[src/sv/rtpjq_pkg.sv]
package rtpjq_pkg;

	localparam int RING_SAMPLES  = 1024;
	localparam int FRAME_SAMPLES = 80;
	localparam int QUEUE_DEPTH   = 4;

	localparam int IDX_W   = $clog2(RING_SAMPLES);
	localparam int FILL_W  = $clog2(RING_SAMPLES + 1);
	localparam int FRAME_W = (FRAME_SAMPLES > 1) ? $clog2(FRAME_SAMPLES) : 1;
	localparam int LEN_W   = 11;
	localparam int DROP_W  = (LEN_W > FILL_W) ? LEN_W : FILL_W;
	localparam int QPTR_W  = $clog2(QUEUE_DEPTH);
	localparam int QCNT_W  = $clog2(QUEUE_DEPTH + 1);

	localparam logic [LEN_W-1:0] BPOS_MAX = {LEN_W{1'b1}};

	localparam logic [1:0] CMD_READ  = 2'd0;
	localparam logic [1:0] CMD_WRITE = 2'd1;
	localparam logic [1:0] CMD_START = 2'd2;

	localparam logic [1:0] KIND_NONE  = 2'd0;
	localparam logic [1:0] KIND_MULAW = 2'd1;
	localparam logic [1:0] KIND_ALAW  = 2'd2;

	localparam logic [6:0] PTYPE_MULAW = 7'd0;
	localparam logic [6:0] PTYPE_ALAW  = 7'd8;

	typedef struct packed {
		logic [1:0]  kind;
		logic [15:0] data;
	} cmd_t;

	function automatic logic [15:0] mulaw_to_linear(input logic [7:0] b);
		logic [7:0]  u;
		logic [15:0] t;
		u = ~b;
		t = (16'({u[3:0], 3'b000}) + 16'h0084) << u[6:4];
		return u[7] ? (16'h0084 - t) : (t - 16'h0084);
	endfunction

	function automatic logic [15:0] alaw_to_linear(input logic [7:0] b);
		logic [7:0]  a;
		logic [2:0]  seg;
		logic [15:0] t;
		a   = b ^ 8'h55;
		seg = a[6:4];
		t   = 16'({a[3:0], 4'b0000});
		if (seg == 3'd0) begin
			t = t + 16'h0008;
		end else begin
			t = (t + 16'h0108) << (seg - 3'd1);
		end
		return a[7] ? t : (16'h0000 - t);
	endfunction

	function automatic logic [IDX_W-1:0] wrap_add(input logic [IDX_W-1:0] idx,
			input logic [IDX_W-1:0] d);
		logic [IDX_W:0] s;
		s = {1'b0, idx} + {1'b0, d};
		if (s >= (IDX_W+1)'(RING_SAMPLES)) begin
			s = s - (IDX_W+1)'(RING_SAMPLES);
		end
		return s[IDX_W-1:0];
	endfunction

endpackage

[src/sv/rtpjq_front.sv]
module rtpjq_front (
	input  logic               clk,
	input  logic               arst_n,
	input  logic               s_tvalid,
	output logic               s_tready,
	input  logic [23:0]        s_tdata,
	input  logic               s_tuser,
	input  logic               q_full,
	output logic               push,
	output rtpjq_pkg::cmd_t    push_cmd
);
	import rtpjq_pkg::*;

	logic [LEN_W-1:0] bpos_q;
	logic [3:0]       csrc_q;
	logic [1:0]       kind_q;
	logic [LEN_W-1:0] total_q;

	logic [7:0]       data_byte;
	logic             first_byte;
	logic [LEN_W-1:0] pkt_len;
	logic             take;
	logic [LEN_W-1:0] hdr_cur;
	logic [LEN_W-1:0] hdr_new;
	logic [LEN_W-1:0] bpos_inc;
	logic [6:0]       ptype;
	logic             accept_pkt;
	logic             in_payload;

	assign data_byte  = s_tdata[7:0];
	assign first_byte = s_tdata[8];
	assign pkt_len    = s_tdata[19:9];

	assign s_tready = !q_full;
	assign take     = s_tvalid && s_tready;

	assign hdr_cur  = LEN_W'(12) + LEN_W'({csrc_q, 2'b00});
	assign hdr_new  = LEN_W'(12) + LEN_W'({data_byte[3:0], 2'b00});
	assign bpos_inc = (bpos_q < BPOS_MAX) ? bpos_q + LEN_W'(1) : bpos_q;
	assign ptype    = data_byte[6:0];
	assign accept_pkt = (ptype == PTYPE_MULAW || ptype == PTYPE_ALAW) && (total_q != '0);
	assign in_payload = (bpos_q >= hdr_cur) && ((bpos_q - hdr_cur) < total_q);

	always_comb begin
		push          = 1'b0;
		push_cmd.kind = CMD_READ;
		push_cmd.data = '0;
		if (take) begin
			if (s_tuser) begin
				push = 1'b1;
			end else if (first_byte) begin
				push = 1'b0;
			end else if (bpos_q == LEN_W'(1)) begin
				push          = accept_pkt;
				push_cmd.kind = CMD_START;
				push_cmd.data = 16'(total_q);
			end else if (kind_q != KIND_NONE && in_payload) begin
				push          = 1'b1;
				push_cmd.kind = CMD_WRITE;
				push_cmd.data = (kind_q == KIND_MULAW) ? mulaw_to_linear(data_byte)
					: alaw_to_linear(data_byte);
			end
		end
	end

	always_ff @(posedge clk or negedge arst_n) begin
		if (!arst_n) begin
			bpos_q  <= '0;
			csrc_q  <= '0;
			kind_q  <= KIND_NONE;
			total_q <= '0;
		end else if (take && !s_tuser) begin
			if (first_byte) begin
				csrc_q  <= data_byte[3:0];
				total_q <= (pkt_len > hdr_new) ? pkt_len - hdr_new : '0;
				kind_q  <= KIND_NONE;
				bpos_q  <= LEN_W'(1);
			end else if (bpos_q == LEN_W'(1)) begin
				if (accept_pkt) begin
					kind_q <= (ptype == PTYPE_MULAW) ? KIND_MULAW : KIND_ALAW;
				end else begin
					kind_q <= KIND_NONE;
				end
				bpos_q <= LEN_W'(2);
			end else begin
				bpos_q <= bpos_inc;
			end
		end
	end

endmodule

[config.mk]
export PLATFORM = sky130hd
export DESIGN_NAME = rtpjq_front
export DESIGN_NICKNAME = d
export VERILOG_FILES = /design/src/sv/rtpjq_pkg.sv /design/src/sv/rtpjq_front.sv
export SDC_FILE = /design/constraint.sdc
export NUM_CORES = 1
export LEC_CHECK = 0
export ABC_AREA = 0
export BUFFER_PORTS_ARGS = -buffer_cell sky130_fd_sc_hd__buf_2
export CORE_UTILIZATION = 45
export DETAILED_ROUTE_END_ITERATION = 8
export PLACE_DENSITY = 0.65
export SYNTH_ARGS = -nofsm -noshare
export SYNTH_HDL_FRONTEND = slang
export SYNTH_SLANG_ARGS = --single-unit
[constraint.sdc]
create_clock -name clk -period 6.7 [get_ports clk]
set_input_delay 0 -clock clk [delete_from_list [all_inputs] [get_ports clk]]
set_output_delay 0 -clock clk [all_outputs]
set_load 0.01 [all_outputs]
==> impl_metrics.env, run 1 <==
export IMPL_cp_required_ps=6700
export IMPL_rsz0062_at_grt="false"
export IMPL_root_buffer="clkbuf_8"
export IMPL_yosys_warnings=0
export IMPL_drt_vias_per_instance=6.05
export IMPL_power_density_nw_per_um2=194
export IMPL_finalClockSkew_ps=1.55
export IMPL_drive_above_1_share_pct=12.5
export IMPL_min_from="s_tdata[18]"
export IMPL_vias=3950
export IMPL_setup_tns_ps=0
export IMPL_p_sw_mw=0.365
export IMPL_p_total_mw=0.840
export IMPL_area_growth_syn_to_layout_pct=8.55
export IMPL_synthFlopType="dfrtp_1"
export IMPL_hp_class="primary input to flip-flop"
export IMPL_intPower_mw=0.475
export IMPL_cts_num_sinks=28
export IMPL_clk_latency_ps=270
export IMPL_start_util_pct=46.0
export IMPL_reg2reg_depth=6
export IMPL_cp_cell_sequence="inv_1 > ha_1 > nand3b_1 > ha_1 > inv_1 > o21bai_1 > nor3_1 > xor2_1 > ha_1 > a211o_1 > a2111oi_4 > o21ai_2 > a211o_1 > or3_1 > mux2_2 > o31ai_1 > buf_2"
export IMPL_grt_usage_pct=25.4
export IMPL_whs_ps=24.7
export IMPL_layout_min_cycle_time_ps=4500
export IMPL_fp_row_count=34
export IMPL_grt_pass1_wl_mm=18.6
export IMPL_cp_num_buf_inv=3
export IMPL_synth_edf_count=0
export IMPL_post_cts_buffers=0
export IMPL_final_net_count=614
export IMPL_max_freq_ghz=0.222
export IMPL_critPathCaptureType="primary output"
export IMPL_irDropWorstVdd_v=0.000107
export IMPL_max_cap_violations=0
export IMPL_critPathMaxStageDelay_ps=430
export IMPL_sequentialPowerShare_pct=28.2
export IMPL_maxSlewViolCount=0
export IMPL_critPathTopFamily="compound AO/OA/AOI/OAI gates"
export IMPL_post_route_period_util_pct=67.1
export IMPL_drtIter0Drc=281
export IMPL_wire_per_inst_um=17.2
export IMPL_core_um2=8680
export IMPL_slew_headroom_pct=25.7
export IMPL_swShare_pct=43.5
export IMPL_p_clk_share_pct=15.7
export IMPL_diodes=0
export IMPL_cts_tree="built"
export IMPL_drcViolationCount=0
export IMPL_place_area_um2=4240
export IMPL_yosys_register_bits=28
export IMPL_timing_rr_end="bpos_q[8]"
export IMPL_worstSetupStartpointType="flip-flop"
export IMPL_rrSetupSlack_ps=4320
export IMPL_cp_common_cell="ha_1"
export IMPL_overflow=0
export IMPL_grt_max_degree=35
export IMPL_status="finished clean"
export IMPL_cp_arrival_ps=4500
export IMPL_slowest_stage="a211o_1"
export IMPL_timing_hold_worst_path_depth=3
export IMPL_first_pass_iters=5
export IMPL_cts_buffers=3
export IMPL_clock_path_buffers=2
export IMPL_cts_hold_fix_buffers=3
export IMPL_finalHoldViolCount=0
export IMPL_dp_slack_ps=2510
export IMPL_netlist_area_um2=4000
export IMPL_fin_area_um2=4340
export IMPL_io_pin_count=49
export IMPL_dp_hpwl_mm=8.70
export IMPL_leakage_nw=1.91
export IMPL_die_area_um2=9260
export IMPL_worst_pin_slew_ps=1110
export IMPL_port_buffer_count=44
export IMPL_cts_resized=0
export IMPL_clk_pin_slew_ps=90
export IMPL_combPwrFrac_pct=56.0
export IMPL_netlist_instances=518
export IMPL_die_h_um=96.2
export IMPL_finalSetupViolCount=0
export IMPL_synth_distinct_cells=74
export IMPL_hold_path_end="total_q[9]"
export IMPL_ys_async_sr_fraction_pct=100
export IMPL_cp_max_fo=11
export IMPL_yosysSeqAreaShare_pct=17.5
export IMPL_drtAntennaViolNets=0
export IMPL_gp_congestion=0.859
export IMPL_antenna_found_initial=0
export IMPL_synth_fp_nets=586
export IMPL_dieWidth_um=96.2
export IMPL_fillers=862
export IMPL_postSynthAreaPerCell_um2=7.71
export IMPL_setup_ws_ps=2200
export IMPL_cts_max_level=1
export IMPL_crit_type="flip-flop to primary output"
export IMPL_crit_reg2reg_launch="bpos_q[7]"
export IMPL_finalWirelength_mm=11.2
export IMPL_grt_pass1_vias=3750
-- cells in the mapped netlist, types with 8 or more instances --
cell | instances | area (µm²)
a21boi_0 | 8 | 60.1
a21oi_1 | 23 | 115
buf_2 | 9 | 45.0
clkbuf_1 | 9 | 33.8
dfrtp_1 | 28 | 701
ha_1 | 37 | 463
inv_1 | 40 | 150
mux2i_1 | 9 | 90.1
nand2_1 | 39 | 146
nand2b_1 | 11 | 68.8
nand3_1 | 15 | 75.1
nor2_1 | 37 | 139
nor2b_1 | 12 | 75.1
o211ai_1 | 14 | 105
o21ai_0 | 38 | 190
o22ai_1 | 15 | 93.8
xnor2_1 | 22 | 193
xor2_1 | 15 | 131
-- kinds of logic (layout without fill, tap and decap cells) --
kind of cell | count (synthesis) | after routing | share of synthesized area, %
DFF | 28 | 28 | 17.5
xor gates and xnor gates | 37 | 37 | 8.11
adders and majority gates | 39 | 39 | 12.6
muxes | 14 | 14 | 3.95
and+or+nand+nor | 167 | 167 | 21.8
buffers and inverters | 69 | 96 | 7.20
AOI/OAI and AO/OA | 164 | 164 | 28.8
-- stage by stage --
stage	cells	util, %
after floorplan	518	-
after global placement	646	48.8
after detailed placement	646	48.8
after CTS	653	50.0
after global routing	653	50.0
final	653	50.0
-- final cells by class --
type	count	area, µm²	area share [%]
Sequential cell	28	701	16.2
Clock buffer	3	41.3	0.952
Multi-Input combinational cell	421	3010	69.3
Clock inverter	1	30.0	0.692
Tap cell	108	135	3.12
Timing Repair Buffer	48	258	5.94
Inverter	44	165	3.81
-- how the worst max path moves through the flow --
stage          startpoint           end  slack, ps  cells after the start
6_report        csrc_q[0]  push_cmd[13]       2200                     17
2_1_floorplan   csrc_q[0]  push_cmd[13]       3150                     18
3_3_place_gp    csrc_q[0]  push_cmd[13]       2570                     17
3_5_place_dp    csrc_q[0]  push_cmd[13]       2510                     17
5_1_grt         csrc_q[1]  push_cmd[13]       1890                     17
4_1_cts         csrc_q[0]  push_cmd[13]       2200                     17
-- power groups by stage --
stage          sequential, mW  clock [mW]  combinational (mW)
2_1_floorplan           0.224           0               0.361
3_3_place_gp            0.238           0               0.446
3_5_place_dp            0.239           0               0.461
4_1_cts                 0.236       0.135               0.466
5_1_grt                 0.242       0.142               0.526
6_report                0.237       0.132               0.471
-- worst register-to-register path: stages, from the launching register on --
cell,delay (ps)
dfrtp_1,510
nor4_1,490
and4_1,370
o31a_2,260
nand4_2,180
or3_1,350
a21oi_1,160
-- per-layer routing --
metal / wire (µm) / up-vias / track usage [%] / part of all wire (%)
met2: 5030 / 147 / 40.4 / 45
met5: 0 / - / 0 / 0
met1: 5530 / 1843 / 37.0 / 49
met3: 542 / 12 / 2.53 / 4.8
li1: - / 1948 / - / -
met4: 119 / 0 / 4.98 / 1.1
-- state kept, by name, summed over array words and instances, names as in the netlist --
name,count
bpos_q,11
csrc_q,4
kind_q,2
total_q,11
-- placed cells by master, fill, tap and decap left out, types with 5 or more instances in the layout --
cell / netlist / final
buf_2: 9 / 44
inv_1: 40 / 40
nand2_1: 39 / 39
o21ai_0: 38 / 38
nor2_1: 37 / 37
ha_1: 37 / 37
dfrtp_1: 28 / 28
a21oi_1: 23 / 23
xnor2_1: 22 / 22
xor2_1: 15 / 15
nand3_1: 15 / 15
o22ai_1: 15 / 15
o211ai_1: 14 / 14
nor2b_1: 12 / 12
nand2b_1: 11 / 11
mux2i_1: 9 / 9
a21boi_0: 8 / 8
nor3_1: 7 / 7
nor4_1: 7 / 7
a31oi_1: 7 / 7
or3_1: 6 / 6
a211oi_1: 6 / 6
o21a_1: 6 / 6
nand4_1: 6 / 6
and3_1: 6 / 6
and2_1: 5 / 5
o31ai_1: 5 / 5
Note: power is estimated with default switching activity, not from simulation.
==> run 2: changes to the inputs <==
- PLACE_DENSITY: 0.65 -> 0.68
- clock period: 6.7 -> 4.03 ns (I/O delays scaled with it)
==> run 2 against run 1 <==
Total power grew 81%. Critical endpoint unchanged. Non-clock buffer count increased by 22. Wire length is 4.9% higher. Sequential power up 66%. Hold slack got worse by 6.8 ps. The run now ends with negative setup slack left. Sequential cell count stayed put. Combinational power increased by 93%. Largest cell class unchanged. Cell count is 3.4% higher. Die area did not move. Global-route usage is essentially flat. Critical path depth shrank 1. Register-to-register slack worse by 2700 ps.
==> impl_metrics.env, run 2 (synthesis gave the netlist of run 1 again) <==
export IMPL_cts_max_level=1
export IMPL_post_route_period_util_pct=102
export IMPL_clk_pin_slew_ps=90
export IMPL_grt_usage_pct=25.4
export IMPL_drt_vias_per_instance=6.08
export IMPL_finalSetupViolCount=3
export IMPL_first_pass_iters=5
export IMPL_grt_pass1_vias=3720
export IMPL_finalHoldViolCount=0
export IMPL_reg2reg_depth=6
export IMPL_rsz0062_at_grt="true"
export IMPL_layout_min_cycle_time_ps=4100
export IMPL_slew_headroom_pct=37.8
export IMPL_fp_row_count=34
export IMPL_layout_commonest_cell="buf_2"
export IMPL_finalClockSkew_ps=3.02
export IMPL_die_h_um=96.2
export IMPL_port_buffer_count=44
export IMPL_start_util_pct=46.0
export IMPL_slowest_stage="dfrtp_1"
export IMPL_clock_path_buffers=2
export IMPL_hold_path_end="total_q[9]"
export IMPL_rrSetupSlack_ps=1600
export IMPL_overflow=0
export IMPL_timing_rr_end="bpos_q[8]"
export IMPL_cp_max_fo=5
export IMPL_dieWidth_um=96.2
export IMPL_gp_congestion=0.926
export IMPL_mostFrequentLayoutCells="buf_2 (44), nand2_1 (39), inv_1 (38)"
export IMPL_drcViolationCount=0
export IMPL_cp_required_ps=4030
export IMPL_grt_max_degree=34
export IMPL_max_cap_violations=0
export IMPL_cts_buffers=3
export IMPL_cts_tree="built"
export IMPL_hp_class="primary input to flip-flop"
export IMPL_critPathMaxStageDelay_ps=420
export IMPL_core_um2=8680
export IMPL_finalWirelength_mm=11.8
export IMPL_worstSetupStartpointType="flip-flop"
export IMPL_maxSlewViolCount=0
export IMPL_leakage_nw=2.05
export IMPL_status="finished with violations"
export IMPL_reg_top3="bpos_q x11, total_q x11, csrc_q x4"
export IMPL_critPathTopFamily="compound AO/OA/AOI/OAI gates"
export IMPL_worst_pin_slew_ps=923
export IMPL_antenna_found_initial=0
export IMPL_power_density_nw_per_um2=328
export IMPL_setup_tns_ps=-93.8
export IMPL_diodes=0
export IMPL_vias=4101
export IMPL_drive_above_1_share_pct=19.8
export IMPL_p_total_mw=1.52
export IMPL_clk_latency_ps=280
export IMPL_cts_num_sinks=28
export IMPL_irDropWorstVdd_v=0.000196
export IMPL_max_freq_ghz=0.244
export IMPL_cp_arrival_ps=4100
export IMPL_setup_ws_ps=-67.0
export IMPL_timing_hold_worst_path_depth=3
export IMPL_crit_reg2reg_launch="bpos_q[7]"
export IMPL_drtIter0Drc=299
export IMPL_drtAntennaViolNets=0
export IMPL_critPathCaptureType="primary output"
export IMPL_root_buffer="clkbuf_8"
export IMPL_violations="negative setup slack"
export IMPL_cp_num_buf_inv=1
export IMPL_final_net_count=636
export IMPL_dp_hpwl_mm=8.65
export IMPL_cp_cell_sequence="o21ai_2 > xor2_2 > ha_4 > a21oi_4 > o21bai_4 > nor3_2 > xor2_1 > ha_1 > a211o_1 > a2111oi_4 > o21ai_2 > a211o_1 > or3_1 > mux2_4 > o31ai_4 > buf_2"
export IMPL_die_area_um2=9260
export IMPL_io_pin_count=49
export IMPL_grt_pass1_wl_mm=18.5
export IMPL_wire_per_inst_um=17.4
export IMPL_crit_type="flip-flop to primary output"
export IMPL_min_from="s_tdata[19]"
export IMPL_area_growth_syn_to_layout_pct=16.4
## run 2: area by class of cell
class / instances / area, µm²
tap: 108 / 135
fill: 825 / 4030
timing repair buffer: 70 / 430
clock inverter: 1 / 30.0
inverter: 44 / 173
multi-input combinational: 421 / 3140
clock buffer: 3 / 41.3
sequential: 28 / 701
## run 2: how the worst max path moves through the flow
stage | slack (ps) | depth (start not counted) | startpoint | end
floorplan | 480 | 18 | csrc_q[0] | push_cmd[13]
global placement | 170 | 17 | csrc_q[0] | push_cmd[13]
detailed placement | 120 | 17 | csrc_q[0] | push_cmd[13]
CTS | 9 | 16 | csrc_q[0] | push_cmd[13]
global route | -300 | 16 | csrc_q[0] | push_cmd[13]
finish | -70 | 16 | csrc_q[0] | push_cmd[13]
## run 2: routing by layer
layer,track usage [%],wire length (µm),part of all wire (%)
met1,37.1,5560,47
met2,39.7,5360,46
met3,2.29,619,5.3
met5,0,0,0
met4,6.47,240,2.0
## run 2: power by group
part,switching [mW],internal (mW)
Clock,0.0884,0.133
Combinational,0.503,0.407
Sequential,0.0638,0.329
Total,0.655,0.869
## run 2: worst register-to-register path: cells and delay by family, from the launching register on
| family | cells | cell delay [ps] |
|---|---|---|
| compound gates | 2 | 410 |
| flops | 1 | 530 |
| simple gates | 4 | 1420 |
## run 2: timing repair
action / in CTS / in global routing
setup buffers: 9 / 8
hold endpoints to repair: 30 / 0
resized for setup: 8 / 28
gates cloned: 0 / 0
pin swaps: 13 / 16
hold buffers: 3 / 0
setup endpoints to repair: 8 / 10
## run 2: metrics by stage
step           cells  worst slack, ps  utilization (%)  cell area, µm²  hold WS (ps)
2_1_floorplan    518              481                -            4000          -296
3_3_place_gp     652              167             49.3            4280          49.5
3_5_place_dp     652              116             49.3            4280          57.4
4_1_cts          668             8.56             51.6            4480          8.18
5_1_grt          675             -297             53.6            4650          15.6
6_report         675            -67.0             53.6            4650          17.9
