--- src/sv/rtpjq_pkg.sv ---
package rtpjq_pkg;

	localparam int RING_SAMPLES  = 1024;
	localparam int FRAME_SAMPLES = 80;
	localparam int QUEUE_DEPTH   = 4;

	localparam int IDX_W   = $clog2(RING_SAMPLES);
	localparam int FILL_W  = $clog2(RING_SAMPLES + 1);
	localparam int FRAME_W = (FRAME_SAMPLES > 1) ? $clog2(FRAME_SAMPLES) : 1;
	localparam int LEN_W   = 11;
	localparam int DROP_W  = (LEN_W > FILL_W) ? LEN_W : FILL_W;
	localparam int QPTR_W  = $clog2(QUEUE_DEPTH);
	localparam int QCNT_W  = $clog2(QUEUE_DEPTH + 1);

	localparam logic [LEN_W-1:0] BPOS_MAX = {LEN_W{1'b1}};

	localparam logic [1:0] CMD_READ  = 2'd0;
	localparam logic [1:0] CMD_WRITE = 2'd1;
	localparam logic [1:0] CMD_START = 2'd2;

	localparam logic [1:0] KIND_NONE  = 2'd0;
	localparam logic [1:0] KIND_MULAW = 2'd1;
	localparam logic [1:0] KIND_ALAW  = 2'd2;

	localparam logic [6:0] PTYPE_MULAW = 7'd0;
	localparam logic [6:0] PTYPE_ALAW  = 7'd8;

	typedef struct packed {
		logic [1:0]  kind;
		logic [15:0] data;
	} cmd_t;

	function automatic logic [15:0] mulaw_to_linear(input logic [7:0] b);
		logic [7:0]  u;
		logic [15:0] t;
		u = ~b;
		t = (16'({u[3:0], 3'b000}) + 16'h0084) << u[6:4];
		return u[7] ? (16'h0084 - t) : (t - 16'h0084);
	endfunction

	function automatic logic [15:0] alaw_to_linear(input logic [7:0] b);
		logic [7:0]  a;
		logic [2:0]  seg;
		logic [15:0] t;
		a   = b ^ 8'h55;
		seg = a[6:4];
		t   = 16'({a[3:0], 4'b0000});
		if (seg == 3'd0) begin
			t = t + 16'h0008;
		end else begin
			t = (t + 16'h0108) << (seg - 3'd1);
		end
		return a[7] ? t : (16'h0000 - t);
	endfunction

	function automatic logic [IDX_W-1:0] wrap_add(input logic [IDX_W-1:0] idx,
			input logic [IDX_W-1:0] d);
		logic [IDX_W:0] s;
		s = {1'b0, idx} + {1'b0, d};
		if (s >= (IDX_W+1)'(RING_SAMPLES)) begin
			s = s - (IDX_W+1)'(RING_SAMPLES);
		end
		return s[IDX_W-1:0];
	endfunction

endpackage

--- src/sv/rtpjq_queue.sv ---
module rtpjq_queue (
	input  logic            clk,
	input  logic            arst_n,
	input  logic            push,
	input  rtpjq_pkg::cmd_t push_cmd,
	output logic            full,
	input  logic            pop,
	output rtpjq_pkg::cmd_t pop_cmd,
	output logic            empty
);
	import rtpjq_pkg::*;

	cmd_t              slot_q [QUEUE_DEPTH];
	logic [QPTR_W-1:0] wr_ptr_q;
	logic [QPTR_W-1:0] rd_ptr_q;
	logic [QCNT_W-1:0] count_q;
	logic              do_push;
	logic              do_pop;

	assign full    = (count_q == QCNT_W'(QUEUE_DEPTH));
	assign empty   = (count_q == '0);
	assign do_push = push && !full;
	assign do_pop  = pop && !empty;
	assign pop_cmd = slot_q[rd_ptr_q];

	always_ff @(posedge clk) begin
		if (do_push) begin
			slot_q[wr_ptr_q] <= push_cmd;
		end
	end

	always_ff @(posedge clk or negedge arst_n) begin
		if (!arst_n) begin
			wr_ptr_q <= '0;
			rd_ptr_q <= '0;
			count_q  <= '0;
		end else begin
			if (do_push) begin
				wr_ptr_q <= (wr_ptr_q == QPTR_W'(QUEUE_DEPTH - 1)) ? '0 : wr_ptr_q + QPTR_W'(1);
			end
			if (do_pop) begin
				rd_ptr_q <= (rd_ptr_q == QPTR_W'(QUEUE_DEPTH - 1)) ? '0 : rd_ptr_q + QPTR_W'(1);
			end
			case ({do_push, do_pop})
				2'b10:   count_q <= count_q + QCNT_W'(1);
				2'b01:   count_q <= count_q - QCNT_W'(1);
				default: count_q <= count_q;
			endcase
		end
	end

endmodule

--- config.mk ---
export PLATFORM = sky130hd
export DESIGN_NAME = rtpjq_queue
export DESIGN_NICKNAME = d
export VERILOG_FILES = /design/src/sv/rtpjq_pkg.sv /design/src/sv/rtpjq_queue.sv
export SDC_FILE = /design/constraint.sdc
export NUM_CORES = 1
export LEC_CHECK = 0
export BUFFER_PORTS_ARGS = -buffer_cell sky130_fd_sc_hd__buf_2
export CORE_ASPECT_RATIO = 0.75
export CORE_MARGIN = 1
export CORE_UTILIZATION = 35
export CTS_BUF_LIST = sky130_fd_sc_hd__clkbuf_8
export CTS_CLUSTER_DIAMETER = 30
export DETAILED_ROUTE_END_ITERATION = 12
export GPL_TIMING_DRIVEN = 0
export REMOVE_ABC_BUFFERS = 1
export SETUP_SLACK_MARGIN = 0.02
export SYNTH_ARGS = -nofsm -noshare
export SYNTH_HDL_FRONTEND = slang
export SYNTH_SLANG_ARGS = --single-unit
--- constraint.sdc ---
create_clock -name clk -period 3 [get_ports clk]
set_input_delay 0.15 -clock clk [delete_from_list [all_inputs] [get_ports clk]]
set_output_delay 0.15 -clock clk [all_outputs]
set_load 0.005 [all_outputs]
==> flow_summary.json, run 1 <==
{
  "dp_hpwl_um": 3030,
  "core_um2": 8490,
  "critPathRequiredTime_ns": 2.85,
  "grt_pass1_vias": 1487,
  "gp_congestion": 0.693,
  "post-route-period-util": 0.820,
  "area_delta_synth_final_pct": 17.9,
  "dieArea_um2": 9180,
  "final_cells": 300,
  "num_rows": 29,
  "endpoint_kind": "primary output",
  "portBuffers": 41,
  "fmax_mhz": 407,
  "met1_length_um": 2170,
  "fin_worst_skew_ns": 0.0100,
  "grt_max_degree": 22,
  "fin_ws_ns": 0.541,
  "slowest_stage": "dfrtp_1",
  "syn_inst": 134,
  "p_total_mw": 3.31,
  "num_antenna_cells": 0,
  "yosysSeqAreaShare": 0.759,
  "synth-seq-cells": 79,
  "worst_slew_pin_slew_ns": 1.25,
  "route.detailed.drc": 0,
  "worstHoldPathCells": 1,
  "clockRootBuffer": "clkbuf_8",
  "setup_viol": 0,
  "p_leak_nw": 1.31,
  "antenna_found_initial": 0,
  "cts_buffers": 9,
  "cts_tree": "built",
  "initial_core_util": 0.363,
  "worstHoldEndpoint": "slot_q[1][12]$_DFFE_PP_",
  "hold_viol": 0,
  "die_w_um": 110,
  "path_class": "reg -> out",
  "fin_nets": 216,
  "grt.total_usage": 0.119,
  "hp-class": "in -> reg",
  "wl_met2_um": 2390,
  "ys_types": 19,
  "ir_drop_uv": 359,
  "h-tree-depth": 3,
  "startpoint_type": "flip-flop",
  "grt_pass1_wl_um": 7550,
  "fill_cells": 772,
  "worst_r2r_path_depth": 9,
  "critical_path.top_delay_family": "flip-flops",
  "die_h_um": 83.2,
  "antenna_left": 0,
  "min_from": "push_cmd[12]",
  "firstDrtPassIters": 4,
  "rsz0062_at_grt": "false",
  "pre_cts_ws_ns": 0.835,
  "wire_per_inst_um": 16.4,
  "drt_wl_total_um": 4930,
  "synth_area_um2": 3080,
  "path_clk_slew_ns": 0.08,
  "grt-ovfl-total": 0,
  "clock_sinks": 79,
  "syn_avg_cell_area_um2": 23.0,
  "cp_num_buf_inv": 1,
  "powerDensity_nw_per_um2": 913,
  "critPathMaxFanout": 21,
  "first_iter_violations": 28,
  "route.met3.wl_um": 299,
  "reg2reg_from": "count_q[0]$_DFFE_PN0P_",
  "dr.max_layer_used": "met4",
  "via_per_inst": 4.55,
  "crit_chain": "mux4_2 > buf_2",
  "clk_latency_ns": 0.35,
  "slew_violations": 0,
  "clk_path_buf_depth": 2,
  "crit_arrival_ns": 2.31,
  "drv_cap": 0,
  "worst_slew_margin_rel": 0.165,
  "boundaryPins": 42,
  "vias": 1366,
  "yosysWarnings": 0,
  "slowest_delay_ns": 1.18,
  "outcome": "finished, final reports clean",
  "cts_resized": 0,
  "ff2ff_setup_slack_ns": 1.00,
  "dp_cells": 279,
  "drive_above_1_share": 0.443,
  "r2r-end": "count_q[2]$_DFFE_PN0P_",
  "finalCriticalPeriod_ns": 2.46,
  "setup-tns-final_ns": 0
}
-- worst max path at each step --
stage	slack, ns	cells after the start	end	from
after floorplan	1.13	9	count_q[2]$_DFFE_PN0P_	count_q[0]$_DFFE_PN0P_
after global placement	0.84	2	pop_cmd[10]	rd_ptr_q[0]$_DFFE_PN0P_
after detailed placement	0.83	2	pop_cmd[10]	rd_ptr_q[0]$_DFFE_PN0P_
after CTS	0.44	2	pop_cmd[10]	rd_ptr_q[0]$_DFFE_PN0P_
after global routing	0.34	2	pop_cmd[2]	rd_ptr_q[0]$_DFFE_PN0P_
final	0.54	2	pop_cmd[10]	rd_ptr_q[0]$_DFFE_PN0P_
-- logic make-up after synthesis --
logic type / count (synthesis) / share of synthesized area
adder cells (fa/ha/maj): 7 / 0.0309
buffers and inverters: 11 / 0.0175
flip-flops: 79 / 0.759
AND/OR/NAND/NOR: 11 / 0.0317
XOR/XNOR: 3 / 0.00854
multiplexers: 23 / 0.152
-- report_power, final --
| group | switching [mW] | leakage [nW] | total (mW) | internal, mW |
|---|---|---|---|---|
| sequential | 0.219 | 0.742 | 1.68 | 1.47 |
| combinational | 0.363 | 0.469 | 0.885 | 0.522 |
| clock | 0.364 | 0.0982 | 0.742 | 0.378 |
-- area by class of cell --
cell class	count	area (µm²)	area share
multi-input cells	44	687	0.189
well taps	108	135	0.0372
repair buffers	46	255	0.0703
inverters	7	26.3	0.00724
clock inverters	7	63.8	0.0176
flip-flops and latches	79	2340	0.644
clock buffers	9	124	0.0341
-- flip-flops by register name (all words and copies together), names as in the netlist --
register / flops
rd_ptr_q: 2
slot_q: 72
wr_ptr_q: 2
count_q: 3
-- cell usage after synthesis --
master    instances  area (µm²)
ha_1              6        75.1
nor2b_4           1        13.8
xnor2_1           1        8.76
buf_4             3        22.5
fa_1              1        20.0
and2_2            4        30.0
inv_1             7        26.3
nor3b_4           1        18.8
mux2_4            2        30.0
nor2_1            3        11.3
nand2b_4          1        13.8
xor2_1            2        17.5
buf_2             1        5.00
mux2_2            2        22.5
mux2i_1           1        10.0
mux4_2           18         405
nor3_2            1        10.0
edfxtp_1         72        2160
dfrtp_1           7         175
-- metrics by stage --
step | area, µm² | util | hold WS, ns
after CTS | 3630 | 0.427 | 0.00104
after global placement | 3390 | 0.399 | 0.00202
after floorplan | 3050 | - | -0.146
after global routing | 3630 | 0.427 | 0.00260
final | 3630 | 0.427 | 0.0172
after detailed placement | 3390 | 0.399 | 0.00309
-- per-layer routing --
layer / track usage / up-vias
met1: 0.138 / 685
met2: 0.192 / 35
met3: 0.0518 / 8
li1: - / 638
met5: 0 / -
met4: 0.0467 / 0
-- what timing repair did --
action / in CTS / in global routing
buffers inserted: 0 / 0
hold endpoints to repair: 20 / 0
hold buffers: 5 / 0
-- cells in the final DEF, fill, tap and decap left out, types with 2 or more instances in the layout --
cell type | netlist | routed
clkinv_2 | 0 | 2
mux2_2 | 2 | 2
buf_2 | 1 | 41
ha_1 | 6 | 6
dfrtp_1 | 7 | 7
mux4_2 | 18 | 18
mux2_4 | 2 | 2
clkbuf_8 | 0 | 9
xor2_1 | 2 | 2
dlygate4sd3_1 | 0 | 5
edfxtp_1 | 72 | 72
and2_2 | 4 | 4
inv_1 | 7 | 8
nor2_1 | 3 | 3
Power figures use the tool's default switching activity.
==> run 2, diff against run 1 <==
- ABC_AREA: not set -> 1
- clock period: 3 -> 2.15 ns (I/O delays scaled with it)
==> run 2 against run 1 <==
- worst hold slack gained 0.022 ns
- non-clock buffer count increased by 19
- synthesized cell count is 100% higher
- critical endpoint is now count_q[2]$_DFFE_PN0P_
- synthesized area grew 9.0%
- clock power is 31% higher
- highest routed layer unchanged
- final cell count is 55% higher
- clock skew shrank 0.00084 ns
- sequential cell count did not move
- count of clock-buffer cells in the layout stayed put
==> flow_summary.json, run 2 <==
{
  "outcome": "finished, final reports clean",
  "path_class": "reg -> reg",
  "synth_ff_type": "edfxtp_1",
  "synth_area_leader_cell": "edfxtp_1",
  "grt.total_usage": 0.127,
  "endpoint_kind": "flip-flop",
  "pre_cts_ws_ns": 0.205,
  "initial_core_util": 0.366,
  "path_clk_slew_ns": 0.07,
  "grt-ovfl-total": 0,
  "clockRootBuffer": "clkbuf_8",
  "fmax_mhz": 511,
  "antenna_left": 0,
  "worst_slew_pin_slew_ns": 0.567,
  "critPathRequiredTime_ns": 2.39,
  "die_w_um": 115,
  "synth-seq-cells": 79,
  "finalCriticalPeriod_ns": 1.96,
  "boundaryPins": 42,
  "post-route-period-util": 0.910,
  "crit_arrival_ns": 2.19,
  "clk_latency_ns": 0.34,
  "cts_tree": "built",
  "largest_reg_flops": 72,
  "portBuffers": 41,
  "grt_max_degree": 53,
  "synth_area_um2": 3360,
  "clock_sinks": 79,
  "gp_congestion": 0.736,
  "drv_cap": 0,
  "mostFrequentLayoutCells": "edfxtp_1 (72), nand2_1 (68), inv_1 (53)",
  "cts_buffers": 9,
  "async_flop_share": 0.0886,
  "slowest_delay_ns": 0.40,
  "synth_edf_count": 72,
  "die_h_um": 86.8,
  "rsz0062_at_grt": "false",
  "p_leak_nw": 1.70,
  "core_um2": 9160,
  "worst_slew_margin_rel": 0.622,
  "grt_pass1_vias": 1971,
  "syn_inst": 270,
  "synthTopCellsByArea": "edfxtp_1 (64%), nand2_1 (7.6%), o211ai_1 (7.4%)",
  "cp_num_buf_inv": 2,
  "fin_nets": 364,
  "vias": 2003,
  "cpMostUsedCell": "nand2_1",
  "h-tree-depth": 3,
  "first_iter_violations": 76,
  "drive_above_1_share": 0.202,
  "yosysMostFrequentCell": "edfxtp_1",
  "firstDrtPassIters": 4,
  "syn_avg_cell_area_um2": 12.4,
  "powerDensity_nw_per_um2": 1200,
  "num_antenna_cells": 0,
  "antenna_found_initial": 0,
  "area_delta_synth_final_pct": 21.6,
  "layout_commonest_cell": "edfxtp_1",
  "critPathMaxFanout": 7,
  "ys_types": 18,
  "grt_pass1_wl_um": 9270,
  "fill_cells": 883,
  "drt_wl_total_um": 5800,
  "hp-class": "in -> reg",
  "slew_violations": 0,
  "clk_path_buf_depth": 2,
  "design_area_um2": 4080,
  "yosysSeqAreaShare": 0.696,
  "fin_ws_ns": 0.193,
  "placed_cell_area_um2": 3720,
  "multiInputGateArea_um2": 729,
  "route.detailed.drc": 0,
  "post_cts_buffers": 0,
  "critical_path.top_delay_family": "simple AND/OR/NAND/NOR gates",
  "yosysWarnings": 0,
  "crit_chain": "inv_1 > nand3_1 > nand2_2 > ha_1 > inv_1 > fa_1 > nand2_1 > nand3_1 > nand2_1 > nand2_1",
  "synth.top_cell.area_share": 0.644,
  "slowest_stage": "dfrtp_1",
  "final-seq-area_um2": 2340,
  "top_regs": "slot_q: 72 flops, count_q: 3 flops",
  "dp_hpwl_um": 3770,
  "dieArea_um2": 9990,
  "netlist_top_cells_count": "edfxtp_1 (72), nand2_1 (68), inv_1 (51)",
  "num_rows": 30,
  "largest_register": "slot_q",
  "hold_viol": 0,
  "via_per_inst": 4.31,
  "ir_drop_uv": 429,
  "fin_worst_skew_ns": 0.00918,
  "utilization": 0.445,
  "startpoint_type": "flip-flop",
  "setup_viol": 0,
  "wire_per_inst_um": 12.5
}
run 2: changes by cell type in the layout (fill, tap and decap cells not counted), moves of 3 or more:
| cell | previous run | this run |
|---|---|---|
| and2_2 | 4 | 0 |
| nor2_2 | 0 | 4 |
| nand3_1 | 0 | 7 |
| dlygate4sd3_1 | 5 | 19 |
| o211ai_1 | 0 | 33 |
| nand2_1 | 0 | 68 |
| buf_8 | 0 | 3 |
| inv_1 | 8 | 53 |
| o211ai_2 | 0 | 3 |
| mux4_2 | 18 | 0 |
run 2: area by class of cell:
class                      count  area share
sequential                    79       0.574
multi-input combinational    128       0.179
timing repair buffer          65       0.120
inverter                      52      0.0479
tap                          128      0.0393
clock buffer                   9      0.0304
clock inverter                 4      0.0104
run 2: routing by layer:
layer	wire, µm	vias to the layer above	track usage	part of all wire
met5	0	-	0	0
met4	87	0	0.0390	0.015
met3	246	7	0.0524	0.042
met2	2920	33	0.227	0.50
met1	2550	924	0.138	0.44
li1	-	1039	-	-
run 2: path summary, 6_finish.rpt:
kind	from	end	slack, ns	cells past startpoint
worst max-delay path	count_q[0]$_DFFE_PN0P_	count_q[2]$_DFFE_PN0P_	0.19	10
worst max register to register	count_q[0]$_DFFE_PN0P_	count_q[2]$_DFFE_PN0P_	0.19	10
worst min-delay path	pop	rd_ptr_q[1]$_DFFE_PN0P_	0.04	3
max in group asynchronous	arst_n	rd_ptr_q[0]$_DFFE_PN0P_	1.85	2
worst min register to register	count_q[1]$_DFFE_PN0P_	count_q[1]$_DFFE_PN0P_	0.50	2
min in group asynchronous	arst_n	count_q[1]$_DFFE_PN0P_	0.13	2
run 2: where the power goes:
part / switching (mW) / total, mW / leakage (nW) / internal, mW
sequential: 0.226 / 2.26 / 0.742 / 2.03
clock: 0.462 / 0.969 / 0.0934 / 0.507
combinational: 0.955 / 1.66 / 0.862 / 0.706
run 2: through the flow:
stage	power, mW	hold slack (ns)	TNS [ns]	instances
2_1_floorplan	3.21	-0.188	0	259
3_3_place_gp	3.80	-0.0458	-28.62	428
3_5_place_dp	3.98	-0.0441	0	433
4_1_cts	4.98	0.0180	0	465
5_1_grt	5.26	0.0309	0	465
6_report	4.89	0.0390	0	465
run 2: kinds of logic after synthesis:
kind of cell | share of synthesized area
AO/OA/AOI/OAI | 0.0865
flip-flops | 0.696
adder cells (fa/ha/maj) | 0.0283
XOR/XNOR | 0.00261
AND/OR/NAND/NOR | 0.0969
buffers and inverters | 0.0891
run 2: repair_timing:
action | 4_1_cts | 5_1_grt
hold buffers | 19 | 0
gates resized for setup | 1 | 0
endpoints found under the hold margin | 79 | 0
setup endpoints to repair | 18 | 0
run 2: worst reg2reg max path, stage by stage, from the launching register on:
cell and delay, ns:
dfrtp_1 0.40, inv_1 0.12, nand3_1 0.16, nand2_2 0.20, ha_1 0.20, inv_1 0.07
fa_1 0.38, nand2_1 0.10, nand3_1 0.10, nand2_1 0.08, nand2_1 0.05
==> run 3, diff against run 2 <==
- PLACE_DENSITY: not set -> 0.59
- TNS_END_PERCENT: not set -> 100
==> run 3 against run 2 <==
- first-iteration DRC count rose by 41%
- non-clock buffer count did not move
- clock skew fell by 0.0026 ns
- largest power group unchanged
- die area did not move
- worst hold slack got worse by 0.0067 ns
- sequential cell count did not move
- count of clock-buffer cells in the layout did not move
- setup slack improved by 0.062 ns
- core utilization rose by 0.82 points
- total power rose by 5.8%
- final cell count rose by 0.65%
- global-route usage rose by 0.32 points
==> flow_summary.json, run 3 (same netlist as run 2, synthesis figures left out) <==
{
  "outcome": "finished, final reports clean",
  "utilization": 0.454,
  "fin_ws_ns": 0.255,
  "wire_per_inst_um": 12.4,
  "h-tree-depth": 3,
  "mostFrequentLayoutCells": "edfxtp_1 (72), nand2_1 (68), inv_1 (54)",
  "clock_sinks": 79,
  "worst_r2r_path_depth": 10,
  "powerDensity_nw_per_um2": 1250,
  "startpoint_type": "flip-flop",
  "worst_slew_margin_rel": 0.610,
  "portBuffers": 41,
  "dieArea_um2": 9990,
  "pre_cts_ws_ns": 0.247,
  "dp_cells": 433,
  "area_delta_synth_final_pct": 23.8,
  "path_clk_slew_ns": 0.07,
  "slew_violations": 0,
  "drv_cap": 0,
  "finalCriticalPeriod_ns": 1.89,
  "boundaryPins": 42,
  "largest_reg_flops": 72,
  "fin_nets": 364,
  "critPathMaxFanout": 7,
  "reg2reg_from": "count_q[0]$_DFFE_PN0P_",
  "num_antenna_cells": 0,
  "cts_tree": "built",
  "num_rows": 30,
  "die_h_um": 86.8,
  "fmax_mhz": 528,
  "post-route-period-util": 0.881,
  "core_um2": 9160,
  "gp_congestion": 0.723,
  "r2r-end": "count_q[2]$_DFFE_PN0P_",
  "rsz0062_at_grt": "false",
  "critPathRequiredTime_ns": 2.39,
  "grt_pass1_vias": 1946,
  "grt_max_degree": 57,
  "p_total_mw": 5.17,
  "setup_viol": 0,
  "antenna_found_initial": 0,
  "clockRootBuffer": "clkbuf_8",
  "vias": 2064,
  "worst_hold_slack_ns": 0.0324,
  "drive_above_1_share": 0.203,
  "crit_arrival_ns": 2.13,
  "grt-ovfl-total": 0,
  "die_w_um": 115,
  "cts_buffers": 9,
  "layout_commonest_cell": "edfxtp_1",
  "crit_end": "count_q[2]$_DFFE_PN0P_",
  "fin_worst_skew_ns": 0.00658,
  "final_cells": 468,
  "p_leak_nw": 1.73,
  "via_per_inst": 4.41,
  "ff2ff_setup_slack_ns": 0.26,
  "route.detailed.drc": 0,
  "largest_register": "slot_q",
  "first_iter_violations": 107,
  "fill_cells": 869,
  "hold_viol": 0,
  "hp-class": "in -> reg",
  "crit_path_start": "count_q[0]$_DFFE_PN0P_",
  "initial_core_util": 0.366,
  "path_class": "reg -> reg",
  "drt_wl_total_um": 5820,
  "grt.total_usage": 0.131,
  "antenna_left": 0,
  "worst_slew_pin_slew_ns": 0.584,
  "clk_latency_ns": 0.34,
  "grt_pass1_wl_um": 9390,
  "clk_path_buf_depth": 2,
  "post_cts_buffers": 0,
  "ir_drop_uv": 617,
  "endpoint_kind": "flip-flop",
  "firstDrtPassIters": 4,
  "top_regs": "slot_q: 72 flops, count_q: 3 flops",
  "dp_hpwl_um": 3770
}
==> run 3: area by class of cell <==
type,instances,area (µm²),area share
Multi-Input combinational cell,128,729,0.176
Clock buffer,9,124,0.0298
Inverter,52,195,0.0470
Tap cell,128,160,0.0386
Sequential cell,79,2340,0.563
Clock inverter,7,105,0.0253
Timing Repair Buffer,65,500,0.120
==> run 3: layer usage <==
layer / vias up / GRT usage / wire [µm] / part of all wire
met5: - / 0 / 0 / 0
met4: 0 / 0.0425 / 51 / 0.0088
met3: 4 / 0.0538 / 317 / 0.054
met2: 42 / 0.213 / 2880 / 0.50
met1: 977 / 0.158 / 2570 / 0.44
li1: 1041 / - / - / -
==> run 3: worst min path at each step <==
stage,startpoint,to,slack [ns],cells after the start
floorplan,arst_n,count_q[0]$_DFFE_PN0P_,-0.19,0
global placement,arst_n,wr_ptr_q[0]$_DFFE_PN0P_,-0.05,1
detailed placement,arst_n,wr_ptr_q[0]$_DFFE_PN0P_,-0.05,1
CTS,push,wr_ptr_q[0]$_DFFE_PN0P_,0.02,3
global route,pop,rd_ptr_q[0]$_DFFE_PN0P_,0.03,3
finish,push,wr_ptr_q[0]$_DFFE_PN0P_,0.03,3
==> run 3: where the power goes <==
group	internal [mW]	switching (mW)	total [mW]
sequential	2.03	0.219	2.25
combinational	0.714	0.962	1.68
clock	0.755	0.489	1.24
==> run 3: critical path, cell delays in order, from the launching register on <==
cell     delay, ns
dfrtp_1       0.39
inv_1         0.12
nand3_1       0.17
nand2_2       0.20
ha_1          0.19
inv_1         0.06
fa_1          0.38
nand2_1       0.10
nand3_1       0.07
nand2_1       0.06
nand2_1       0.04
==> run 3: metrics by stage <==
stage,setup TNS (ns),cell area [µm²]
finish,0,4150
global route,0,4150
CTS,0,4150
detailed placement,0,3730
global placement,-32.52,3620
floorplan,0,3250
==> run 3: timing repair <==
| action | in CTS | in global routing |
|---|---|---|
| hold buffers | 19 | 0 |
| endpoints found under the setup margin | 17 | 0 |
| gates resized for setup | 1 | 0 |
| endpoints found under the hold margin | 79 | 0 |
